### config.mk
export PLATFORM = sky130hd
export DESIGN_NAME = cau_div_step
export DESIGN_NICKNAME = d
export VERILOG_FILES = /design/src/rtl/cau_pkg.sv /design/src/rtl/cau_div_step.sv
export SDC_FILE = /design/constraint.sdc
export NUM_CORES = 1
export LEC_CHECK = 0
export BUFFER_PORTS_ARGS = -buffer_cell sky130_fd_sc_hd__buf_2
export CAP_MARGIN = 20
export CORE_AREA = 2 2 256 258
export CTS_BUF_LIST = sky130_fd_sc_hd__clkbuf_8 sky130_fd_sc_hd__clkbuf_16
export CTS_CLUSTER_DIAMETER = 60
export DETAILED_ROUTE_END_ITERATION = 10
export DIE_AREA = 0 0 258 260
export GPL_TIMING_DRIVEN = 0
export PLACE_DENSITY = 0.58
export RECOVER_POWER = 100
export SYNTH_ARGS = -nofsm -noshare
export SYNTH_HDL_FRONTEND = slang
export SYNTH_SLANG_ARGS = --single-unit
### constraint.sdc
create_clock -name aclk -period 5.65 [get_ports aclk]
set_input_delay 0.8475 -clock aclk [delete_from_list [all_inputs] [get_ports aclk]]
set_output_delay 0.8475 -clock aclk [all_outputs]
set_load 0.02 [all_outputs]
### src/rtl/cau_pkg.sv
package cau_pkg;

    localparam int FIELD_W = 32;
    localparam int CMD_W   = 2;
    localparam int ST_W    = 2;

    localparam logic [CMD_W-1:0] CMD_ADD = 2'd0;
    localparam logic [CMD_W-1:0] CMD_SUB = 2'd1;
    localparam logic [CMD_W-1:0] CMD_MUL = 2'd2;
    localparam logic [CMD_W-1:0] CMD_DIV = 2'd3;

    localparam logic [ST_W-1:0] ST_OK  = 2'd0;
    localparam logic [ST_W-1:0] ST_DZ  = 2'd1;
    localparam logic [ST_W-1:0] ST_SAT = 2'd2;

    // per-item control carried down the divider chain; bit 0 = real lane, bit 1 = imag lane
    typedef struct packed {
        logic            valid;
        logic            is_div;
        logic [1:0]      neg;
        logic [1:0]      over;
        logic [ST_W-1:0] status;
    } ctl_t;

endpackage

### src/rtl/cau_div_step.sv
module cau_div_step #(
    parameter int DATA_WIDTH = 32
) (
    input  logic                         aclk,
    input  logic                         aresetn,
    input  logic                         en,
    input  cau_pkg::ctl_t                ctl_i,
    input  logic [2*DATA_WIDTH-1:0]      den_i,
    input  logic [1:0][2*DATA_WIDTH-1:0] rem_i,
    input  logic [1:0][DATA_WIDTH-1:0]   lo_i,
    input  logic [1:0][DATA_WIDTH-1:0]   q_i,
    output cau_pkg::ctl_t                ctl_o,
    output logic [2*DATA_WIDTH-1:0]      den_o,
    output logic [1:0][2*DATA_WIDTH-1:0] rem_o,
    output logic [1:0][DATA_WIDTH-1:0]   lo_o,
    output logic [1:0][DATA_WIDTH-1:0]   q_o
);
    import cau_pkg::*;

    localparam int W  = DATA_WIDTH;
    localparam int PW = 2 * W;

    logic [PW-1:0]      sh [2];
    logic [1:0]         ge;
    logic [1:0][PW-1:0] rem_next;
    logic [1:0][W-1:0]  lo_next, q_next;

    // one restoring-division bit per lane; remainder stays below den while the lane's over flag is clear
    always_comb begin
        for (int l = 0; l < 2; l++) begin
            sh[l]       = {rem_i[l][PW-2:0], lo_i[l][W-1]};
            ge[l]       = (sh[l] >= den_i);
            rem_next[l] = ge[l] ? sh[l] - den_i : sh[l];
            lo_next[l]  = {lo_i[l][W-2:0], 1'b0};
            q_next[l]   = ctl_i.is_div ? {q_i[l][W-2:0], ge[l]} : q_i[l];
        end
    end

    always_ff @(posedge aclk) begin
        if (!aresetn) begin
            ctl_o <= '0;
        end else if (en) begin
            ctl_o <= ctl_i;
        end
    end

    always_ff @(posedge aclk) begin
        if (en) begin
            den_o <= den_i;
            rem_o <= rem_next;
            lo_o  <= lo_next;
            q_o   <= q_next;
        end
    end

endmodule

-- After elaboration in Yosys (flattened, before gate mapping)
Cells that the tools add are included.
- register bits: 326
- input bits: 331
- logic and storage cells: 20
- add/sub/neg operators: 2
- order comparisons: 2
- muxes and demuxes: 4
- operator list (kind ; count):
    64-bit >= comparator ; 2
    64-bit two-way mux ; 2
    64-bit subtractor ; 2
    32-bit two-way mux ; 2

-- Longest topological paths before layout
Gate-level depths: netlist of the first run.
- depth after elaboration: 2
- depth in mapped cells: 16
- gate-level depth less buffers: 13

-- Least setup slack after synthesis of the first run
OpenSTA, ideal clock, no wires.
- path type: input-to-reg
- from: input port den_i[17]
- to: register rem_o[55] (netlist bit) (data pin)
- setup time: 260 ps
- arrival: 3492 ps
- path slack: 1898 ps
- cell stages on the path: 14
- cell sequence: inv_1 > ha_1 > buf_2 > a211oi_2 > o21bai_1 > a211oi_2 > o211ai_2 > a2111oi_4 > nor2_2 > o211a_1 > or2_1 > clkbuf_1 > buf_6 > mux2_4
- RTL lines (item ; RTL line ; source):
    start: declaration ; cau_div_step.sv:8 ; input logic [2*DATA_WIDTH-1:0] den_i,
    end signal: assignment ; cau_div_step.sv:50 ; rem_o <= rem_next;
    end: declaration ; cau_div_step.sv:14 ; output logic [1:0][2*DATA_WIDTH-1:0] rem_o,

==> flow_metrics.tcl, run 1 <==
set metrics [dict create \
    run_status "complete, but fails checks" \
    violations_in_the_final_reports "max-capacitance violations, max-slew violations" \
    drc 0 \
    totalWireLength_microns 79100 \
    cts.path.max_buffers 3 \
    worstPathArrival_ns 5.51 \
    regToRegSetupSlack_ns 5.01 \
    hold_path.class "input pin to register" \
    maxSlewViolCount 113 \
    clock_tree.htree_level_count 2 \
    vias 17700 \
    cts.reportedPaths.clkPinSlew_ns 0.06 \
    pre_cts_ws_ns 0.000392 \
    internal_power_mw 5.18 \
    hold_buffers 0 \
    place.detailed.hpwl_microns 65300 \
    p_clk_share_pct 34.1 \
    postCtsResizedCells 0 \
    cp-start-kind "input pin" \
    placementRows 93 \
    initial_antenna_violation_count 21 \
    post_route_cells_drive_above_1_share_pct 17.3 \
    slowest_stage "sky130_fd_sc_hd__nor4_1" \
    post-place-cells 3396 \
    grt_pass1_wl_microns 113000 \
    grtUsageTotal_pct 22.5 \
    timing_worst_slew_pin_value_ns 3.13 \
    pin_count_of_the_biggest_net_entering_global_routing 133 \
    fin_crit_ns 5.23 \
    max_clock_freq_mhz 191 \
    fin_setup_tns_ns 0 \
    via_count_of_the_first_global_routing_pass 17500 \
    portion_of_total_power_attributed_to_sequential_cells_pct 39.0 \
    worstPathCellList "clkbuf_1 -> inv_1 -> ha_1 -> clkbuf_1 -> nand4_1 -> nor4_1 -> o21ai_0 -> o211ai_2 -> a2111oi_4 -> nor2_2 -> o211a_1 -> or2_1 -> clkbuf_1 -> buf_6 -> clkbuf_1 -> a21oi_1" \
    synth_top_cell_by_area "sky130_fd_sc_hd__edfxtp_1" \
    synthCells 1884 \
    drtAntennaViolNets 0 \
    ctsRootBufferMaster "sky130_fd_sc_hd__clkbuf_16" \
    setup_ws_ns 0.425 \
    most-common-layout-cells "sky130_fd_sc_hd__clkbuf_1 (446), sky130_fd_sc_hd__edfxtp_1 (318), sky130_fd_sc_hd__buf_2 (291)" \
    fin_nets 3048 \
    syn-cell-area_sq_um 19800 \
    hold_slack_ns 0.436 \
    layout_commonest_cell "sky130_fd_sc_hd__clkbuf_1" \
    timing.critical_path.slowest_cell_delay_ns 0.76 \
    cp_max_fo 10 \
    core_sq_um 64100 \
    combinationalPowerShare_pct 26.9 \
    final.setup_skew_ns 0 \
    finalSetupViolations 0 \
    final_cells 3489 \
    leakagePower_nw 10.1 \
    total_of_warnings_raised_by_yosys 0 \
    cts_post_setup_buffers_inserted 0 \
    min_period_over_period_pct 92.5 \
    grt_remaining_overflow 0 \
    die_y_microns 260 \
    floorplan.initialDensity_pct 30.8 \
    timing_worst_setup_path_type "input pin to register" \
    setup_repair_after_global_routing_missed_its_margin "no" \
    area_enclosed_by_the_die_boundary_sq_um 67100 \
    relSlewSlack_pct -109 \
    chipWidth_microns 258 \
    gp_routability_congestion 0.908 \
    synth_async_reset_ratio_pct 0 \
    cap_violations 1 \
    post_synthesis_cell_type_count 72 \
    endpoint_kind "register" \
    synth-seq-cells 326 \
    area_delta_synth_final_pct 27.0 \
    clock_network_latency_to_the_later_pin_of_the_worst_skew_pair_ns 0.58 \
    io_buffer_count 653 \
    timing.critical_path.required_ns 5.93 \
    synth-seq-area-share_pct 49.1 \
    post_synth_main_area_contributors "sky130_fd_sc_hd__edfxtp_1 (48%), sky130_fd_sc_hd__ha_1 (8.1%), sky130_fd_sc_hd__a21oi_1 (6.0%)" \
    routed_wire_length_per_instance_microns 22.7 \
    cpMostUsedCell "sky130_fd_sc_hd__clkbuf_1" \
    tritoncts_clock_tree "built" \
    p_sw_share_pct 34.0 \
    routed_via_density 5.07 \
    net-switching-power_mw 2.67 \
    n_fill_cell 6609 \
    drt_pass1_iterations 7 \
    number_of_buffers_created_by_cts 44 \
    syn_area_per_cell_sq_um 10.5 \
    synth_enable_flop_cells 318 \
    worst_ir_drop_vdd_uv 227 \
    synthDominantCellAreaShare_pct 48.3 \
    synthFlopType "sky130_fd_sc_hd__edfxtp_1" \
    power.density_nw_per_um2 313 \
    clock_sinks 326 \
    design.portCount 659 \
    drt_first_iter_violations 1459 \
    timing_hold_violations_final 0 \
]
## power groups by stage
stage	Clock [mW]	Sequential, mW	Combinational [mW]
floorplan	0	3.43	0.984
global placement	0	3.12	2.18
detailed placement	0	3.10	2.19
CTS	2.75	3.06	2.20
global route	2.83	3.09	2.29
finish	2.68	3.06	2.11
## cells in the mapped netlist (all sizes together), types with 11 or more instances
| cell | number |
|---|---|
| edfxtp | 318 |
| a21oi | 236 |
| nor2 | 186 |
| nand2 | 131 |
| ha | 128 |
| o21ai | 98 |
| inv | 94 |
| mux2 | 81 |
| xnor2 | 71 |
| a21o | 70 |
| clkbuf | 59 |
| xor2 | 45 |
| nand4 | 43 |
| buf | 30 |
| o21bai | 27 |
| nor3 | 25 |
| a31oi | 19 |
| nor2b | 18 |
| a211oi | 16 |
| o21a | 15 |
| nand3 | 14 |
| and2 | 12 |
| mux2i | 12 |
| nor4 | 12 |
| o31ai | 11 |
## kinds of logic after synthesis
family                     count (synthesis)  synth area share, %
AOI/OAI and AO/OA                        551                 17.2
xor gates and xnor gates                 116                 5.14
adders and majority gates                130                 8.31
buffers and inverters                    183                 3.73
DFF                                      326                 49.1
muxes                                     93                 5.24
other                                      1               0.0190
and+or+nand+nor                          484                 11.2
## critical path: cells and delay by family
kind,cells,cell delay [ns]
AO/OA/AOI/OAI,5,1.40
adder cells (fa/ha/maj),1,0.28
buffers and inverters,6,1.59
AND/OR/NAND/NOR,4,1.37
## cell type report
cell class                 instances  area [sq um]  area share, %
buffer                            89           374           1.49
inverter                          94           353           1.41
sequential                       326          9710           38.7
clock buffer                      45          1130           4.49
antenna                           12          30.0          0.120
timing repair buffer             656          2860           11.4
multi-input combinational       1376          9310           37.1
clock inverter                    36           267           1.06
tap                              855          1070           4.26
## path summary, 6_finish.rpt
check / startpoint / endpoint / depth (start not counted)
hold / removal: lo_i[13] / lo_o[14]$_DFFE_PP_ / 1
hold reg to reg: ctl_o[6]$_SDFFE_PN0P_ / ctl_o[6]$_SDFFE_PN0P_ / 2
setup reg to reg: ctl_o[2]$_SDFFE_PN0P_ / ctl_o[2]$_SDFFE_PN0P_ / 2
setup / recovery: den_i[16] / rem_o[40]$_DFFE_PP_ / 16
## per-layer routing
layer / GRT usage, % / wire length, microns / up-vias
met5: 0 / 117 / -
met4: 6.86 / 2140 / 18
met3: 5.30 / 5870 / 131
met2: 39.3 / 39100 / 678
met1: 27.5 / 31900 / 8420
li1: - / - / 8429
## metrics by stage
stage | power, mW | utilization (%) | cell area, sq um
3_3_place_gp | 5.29 | 37.6 | 24100
5_1_grt | 8.21 | 39.1 | 25100
3_5_place_dp | 5.29 | 37.7 | 24200
2_1_floorplan | 4.42 | - | 19800
4_1_cts | 8.01 | 39.9 | 25600
6_report | 7.85 | 39.1 | 25100
## registers in the layout, summed over array words and instances (netlist names)
signal,flops
ctl_o,8
q_o,64
rem_o,128
lo_o,62
den_o,64
(Power assumes the default switching activity.)
==> inputs of run 2 (changes only) <==
BUFFER_PORTS_ARGS = unset   (was -buffer_cell sky130_fd_sc_hd__buf_2)
CORE_AREA = 2 2 255 257   (was 2 2 256 258)
DIE_AREA = 0 0 257 259   (was 0 0 258 260)
DONT_BUFFER_PORTS = 1   (was unset)
PLACE_DENSITY = 0.5   (was 0.58)
==> flow_metrics.tcl, run 2 (synthesis results as in run 1) <==
set metrics [dict create \
    number_of_buffers_created_by_cts 44 \
    combinationalPowerShare_pct 17.8 \
    totalWireLength_microns 74000 \
    timing_hold_violations_final 0 \
    most-common-layout-cells "sky130_fd_sc_hd__edfxtp_1 (318), sky130_fd_sc_hd__a21oi_1 (236), sky130_fd_sc_hd__nor2_1 (185)" \
    timing.critical_path.required_ns 6.03 \
    area_delta_synth_final_pct 12.8 \
    grt_pass1_wl_microns 103000 \
    portion_of_total_power_attributed_to_sequential_cells_pct 45.6 \
    routed_wire_length_per_instance_microns 26.2 \
    endpoint_kind "register" \
    grtUsageTotal_pct 21.1 \
    top_register "rem_o" \
    p_clk_share_pct 36.6 \
    gp_routability_congestion 0.905 \
    hold_buffers 0 \
    drt_first_iter_violations 1140 \
    relSlewSlack_pct 23.1 \
    initial_antenna_violation_count 4 \
    place.detailed.hpwl_microns 60100 \
    floorplan.initialDensity_pct 30.9 \
    cts_post_setup_buffers_inserted 0 \
    reg_top3 "rem_o (128), den_o (64), q_o (64)" \
    final.setup_skew_ns 0 \
    internal_power_mw 5.18 \
    maxSlewViolCount 0 \
    postCtsResizedCells 0 \
    drt_pass1_iterations 7 \
    hold_path.class "input pin to register" \
    worstPathArrival_ns 5.50 \
    fin_crit_ns 5.12 \
    design.portCount 659 \
    drtAntennaViolNets 0 \
    final_cell_area_sq_um 22300 \
    post_route_cells_drive_above_1_share_pct 8.70 \
    timing_worst_slew_pin_value_ns 1.15 \
    finalSetupViolations 0 \
    cts.reportedPaths.clkPinSlew_ns 0.06 \
    area_enclosed_by_the_die_boundary_sq_um 66600 \
    timing_worst_setup_path_type "input pin to register" \
    placed_area_sq_um 20800 \
    ctsRootBufferMaster "sky130_fd_sc_hd__clkbuf_16" \
    grt_remaining_overflow 0 \
    power.density_nw_per_um2 342 \
    run_status "complete, no violations" \
    p_sw_share_pct 32.1 \
    via_count_of_the_first_global_routing_pass 14800 \
    die_y_microns 259 \
    drc 0 \
    clock_sinks 326 \
    core_sq_um 63900 \
    vias 15100 \
    fin_setup_tns_ns 0 \
    max_clock_freq_mhz 195 \
    placementRows 93 \
    chipWidth_microns 257 \
    clock_tree.htree_level_count 2 \
    tritoncts_clock_tree "built" \
    largest_register_ff_count 128 \
    clock_network_latency_to_the_later_pin_of_the_worst_skew_pair_ns 0.57 \
    layout_commonest_cell "sky130_fd_sc_hd__edfxtp_1" \
    leakagePower_nw 8.52 \
    cts.path.max_buffers 3 \
    cp-start-kind "input pin" \
    cap_violations 0 \
    min_period_over_period_pct 90.7 \
    cp_max_fo 8 \
    worst_ir_drop_vdd_uv 207 \
    pin_count_of_the_biggest_net_entering_global_routing 320 \
    routed_via_density 5.36 \
    fin_nets 2393 \
    net-switching-power_mw 2.45 \
    io_buffer_count 0 \
    setup_repair_after_global_routing_missed_its_margin "no" \
]
## run 2: through the flow
step / utilization, % / cells / hold slack (ns) / power (mW) / setup WS [ns]
6_report: 34.9 / 2824 / 0.364 / 7.63 / 0.528
5_1_grt: 34.9 / 2822 / 0.336 / 7.96 / 0.287
4_1_cts: 34.9 / 2820 / 0.329 / 7.73 / 0.644
3_5_place_dp: 32.6 / 2741 / 0.615 / 4.88 / 0.0477
3_3_place_gp: 32.6 / 2740 / 0.618 / 4.88 / 0.0103
2_1_floorplan: - / 1885 / 0.590 / 4.42 / 1.90
## run 2: cell type report
class / instances / area (sq um)
fill: 6377 / 41600
sequential: 326 / 9710
multi-input combinational: 1376 / 9310
clock buffer: 46 / 1150
tap: 855 / 1070
buffer: 89 / 372
inverter: 94 / 353
clock inverter: 33 / 312
antenna: 4 / 10.0
timing repair buffer: 1 / 7.51
## run 2: path summary, 6_finish.rpt
path | cells after the start | end | from | slack, ns
setup / recovery | 13 | rem_o[62]$_DFFE_PP_ | den_i[16] | 0.53
hold / removal | 0 | den_o[45]$_DFFE_PP_ | den_i[45] | 0.36
setup reg to reg | 2 | ctl_o[6]$_SDFFE_PN0P_ | ctl_o[6]$_SDFFE_PN0P_ | 4.87
hold reg to reg | 2 | ctl_o[5]$_SDFFE_PN0P_ | ctl_o[5]$_SDFFE_PN0P_ | 0.62
## run 2: worst max-delay path: stages
cell and delay [ns]:
sky130_fd_sc_hd__inv_1 0.05, sky130_fd_sc_hd__ha_1 0.27, sky130_fd_sc_hd__clkbuf_1 0.26, sky130_fd_sc_hd__nand4_1 0.19, sky130_fd_sc_hd__nor4_1 0.70, sky130_fd_sc_hd__o21ai_0 0.43, sky130_fd_sc_hd__o211ai_2 0.34, sky130_fd_sc_hd__o2111ai_1 0.32
sky130_fd_sc_hd__a211oi_2 0.44, sky130_fd_sc_hd__o211ai_1 0.26, sky130_fd_sc_hd__a2111oi_0 0.96, sky130_fd_sc_hd__nor4_1 0.11, sky130_fd_sc_hd__a311oi_1 0.31
## run 2: layer usage
layer | wire length, microns | vias to the layer above | global-route usage (%)
met4 | 2310 | 0 | 6.93
met2 | 37900 | 633 | 38.3
met1 | 27700 | 7299 | 23.3
li1 | - | 7105 | -
met5 | 0 | - | 0
met3 | 6130 | 95 | 6.64
## run 2: power by group through the flow
stage	registers [mW]	logic (mW)	clock network [mW]
2_1_floorplan	3.43	0.984	0
3_3_place_gp	3.54	1.34	0
3_5_place_dp	3.53	1.35	0
4_1_cts	3.49	1.36	2.88
5_1_grt	3.49	1.50	2.97
6_report	3.48	1.36	2.80
==> inputs of run 3 (changes only) <==
ABC_AREA = 1   (was unset)
CORE_AREA = 2 2 253 255   (was 2 2 255 257)
DIE_AREA = 0 0 255 257   (was 0 0 257 259)
PLACE_DENSITY = 0.59   (was 0.5)
==> flow_metrics.tcl, run 3 <==
set metrics [dict create \
    io_buffer_count 0 \
    timing.critical_path.slowest_cell_delay_ns 0.99 \
    die_y_microns 257 \
    floorplan.initialDensity_pct 39.3 \
    clock_tree.htree_level_count 2 \
    max_clock_freq_mhz 235 \
    via_count_of_the_first_global_routing_pass 21900 \
    cap_violations 0 \
    syn_area_per_cell_sq_um 6.80 \
    place.detailed.hpwl_microns 81800 \
    number_of_buffers_created_by_cts 39 \
    routed_via_density 4.98 \
    syn-cell-area_sq_um 24600 \
    portion_of_total_power_attributed_to_sequential_cells_pct 44.7 \
    finalSetupViolations 0 \
    drc 0 \
    grt_remaining_overflow 0 \
    drt_first_iter_violations 1657 \
    placementRows 92 \
    cpMostUsedCell "sky130_fd_sc_hd__nand2_1" \
    reg_top3 "rem_o (128), den_o (64), q_o (64)" \
    top_register "rem_o" \
    fin_nets 4127 \
    cp-start-kind "input pin" \
    p_sw_share_pct 34.9 \
    clock_network_latency_to_the_later_pin_of_the_worst_skew_pair_ns 0.56 \
    fin_setup_tns_ns 0 \
    total_of_warnings_raised_by_yosys 0 \
    routed_wire_length_per_instance_microns 21.3 \
    synthFlopType "sky130_fd_sc_hd__edfxtp_1" \
    postLayoutCoreUtil_pct 42.8 \
    cts_post_setup_buffers_inserted 0 \
    synthMostInstantiatedCell "sky130_fd_sc_hd__nand2_1" \
    synthDominantCellAreaShare_pct 38.7 \
    relSlewSlack_pct 10.2 \
    drtAntennaViolNets 0 \
    route.layer.met1.wl_microns 36200 \
    worst_ir_drop_vdd_uv 217 \
    synthCells 3624 \
    timing.critical_path.required_ns 6.09 \
    multi_input_area_sq_um 11600 \
    min_period_over_period_pct 75.4 \
    fin_total_pwr_mw 7.78 \
    area_enclosed_by_the_die_boundary_sq_um 65500 \
    timing_worst_setup_path_type "input pin to register" \
    pin_count_of_the_biggest_net_entering_global_routing 328 \
    endpoint_kind "register" \
    post_synthesis_cell_type_count 38 \
    hold_slack_ns 0.367 \
    leakagePower_nw 14.4 \
    final.setup_skew_ns 0 \
    totalWireLength_microns 96600 \
    net-switching-power_mw 2.71 \
    combinationalPowerShare_pct 21.7 \
    ctsRootBufferMaster "sky130_fd_sc_hd__clkbuf_16" \
    maxUsedRoutingLayer "met5" \
    internal_power_mw 5.07 \
    fin_crit_ns 4.26 \
    core_sq_um 62700 \
    initial_antenna_violation_count 7 \
    register_area_sq_um 9710 \
    postCtsResizedCells 0 \
    hold_path.class "input pin to register" \
    most-common-layout-cells "sky130_fd_sc_hd__nand2_1 (1,537), sky130_fd_sc_hd__inv_1 (772), sky130_fd_sc_hd__edfxtp_1 (318)" \
    clock_sinks 326 \
    post_route_cells_drive_above_1_share_pct 4.00 \
    vias 22700 \
    largest_register_ff_count 128 \
    power.density_nw_per_um2 290 \
    detailroute.wirelength.met2_microns 46700 \
    worstPathArrival_ns 4.70 \
    area_delta_synth_final_pct 8.93 \
    synth_async_reset_ratio_pct 0 \
    post_synth_main_area_contributors "sky130_fd_sc_hd__edfxtp_1 (39%), sky130_fd_sc_hd__nand2_1 (23%), sky130_fd_sc_hd__inv_1 (12%)" \
    cts.path.max_buffers 3 \
    synth_enable_flop_cells 318 \
    p_clk_share_pct 33.6 \
    slowest_stage "sky130_fd_sc_hd__clkbuf_1" \
    setup_repair_after_global_routing_missed_its_margin "no" \
    synth-seq-area-share_pct 39.4 \
    maxSlewViolCount 0 \
    timing_hold_violations_final 0 \
    chipWidth_microns 255 \
    run_status "complete, no violations" \
    design.portCount 659 \
    timing_worst_slew_pin_value_ns 1.35 \
    top_post_synthesis_cells_by_count "sky130_fd_sc_hd__nand2_1 (1,530), sky130_fd_sc_hd__inv_1 (768), sky130_fd_sc_hd__edfxtp_1 (318)" \
    cp_max_fo 10 \
    synth_top_cell_by_area "sky130_fd_sc_hd__edfxtp_1" \
    gp_routability_congestion 0.983 \
    tritoncts_clock_tree "built" \
    n_fill_cell 6655 \
    cts.reportedPaths.clkPinSlew_ns 0.06 \
    hold_buffers 0 \
    worstPathCellList "inv_1 -> ha_1 -> fa_1 -> inv_1 -> nand3_1 -> nand2_1 -> nand2_1 -> nand2_1 -> nand2_1 -> nand2_1 -> nand2_1 -> nand3_2 -> nand2_2 -> nand2_4 -> clkbuf_1 -> clkbuf_1 -> nand2_2 -> nand2_1" \
    synth-seq-cells 326 \
    layout_commonest_cell "sky130_fd_sc_hd__nand2_1" \
    grtUsageTotal_pct 28.7 \
    drt_pass1_iterations 7 \
    grt_pass1_wl_microns 137000 \
    dr_wl_met3_microns 7240 \
]
## run 3: path summary, 6_finish.rpt
path | end | from | depth (start not counted) | slack [ns]
worst min-delay path | lo_o[8]$_DFFE_PP_ | lo_i[7] | 0 | 0.37
worst max register to register | ctl_o[6]$_SDFFE_PN0P_ | ctl_o[6]$_SDFFE_PN0P_ | 2 | 4.90
worst max-delay path | rem_o[21]$_DFFE_PP_ | lo_i[31] | 18 | 1.39
worst min register to register | ctl_o[5]$_SDFFE_PN0P_ | ctl_o[5]$_SDFFE_PN0P_ | 2 | 0.63
## run 3: cells by family after synthesis
| kind of cell | share of synthesized area, % |
|---|---|
| other | 0.0152 |
| AND/OR/NAND/NOR | 35.0 |
| flip-flops | 39.4 |
| AO/OA/AOI/OAI | 3.60 |
| XOR/XNOR | 2.20 |
| buffers and inverters | 13.1 |
| multiplexers | 0.0457 |
| adder cells (fa/ha/maj) | 6.66 |
## run 3: through the flow
stage	area (sq um)	instances	setup slack, ns
after floorplan	24600	3625	2.84
after global placement	25700	4471	2.13
after detailed placement	25700	4471	2.11
after CTS	27100	4542	2.70
after global routing	26800	4545	1.25
final	26800	4547	1.39
## run 3: worst max-delay path: cells and delay by family
family | cells | cell delay [ns]
adder cells (fa/ha/maj) | 2 | 0.62
buffers and inverters | 4 | 1.75
AND/OR/NAND/NOR | 12 | 1.47
## run 3: cell type report
cell class / count / share of cell area (%)
diodes: 5 / 0.0466
multi-input cells: 2472 / 43.1
clock buffers: 41 / 3.78
flip-flops and latches: 326 / 36.2
plain buffers: 42 / 0.769
inverters: 785 / 11.0
clock inverters: 30 / 1.24
well taps: 846 / 3.94
## run 3: power groups by stage
stage	combinational [mW]	sequential (mW)	clock, mW
floorplan	1.21	3.44	0
global placement	1.68	3.53	0
detailed placement	1.69	3.53	0
CTS	1.70	3.48	2.68
global route	1.89	3.50	2.77
finish	1.69	3.48	2.61
## run 3: routing by layer
metal	up-vias	global-route usage (%)
met5	-	0
met4	8	17.1
met1	10400	31.6
met3	241	6.46
li1	11200	-
met2	855	50.2
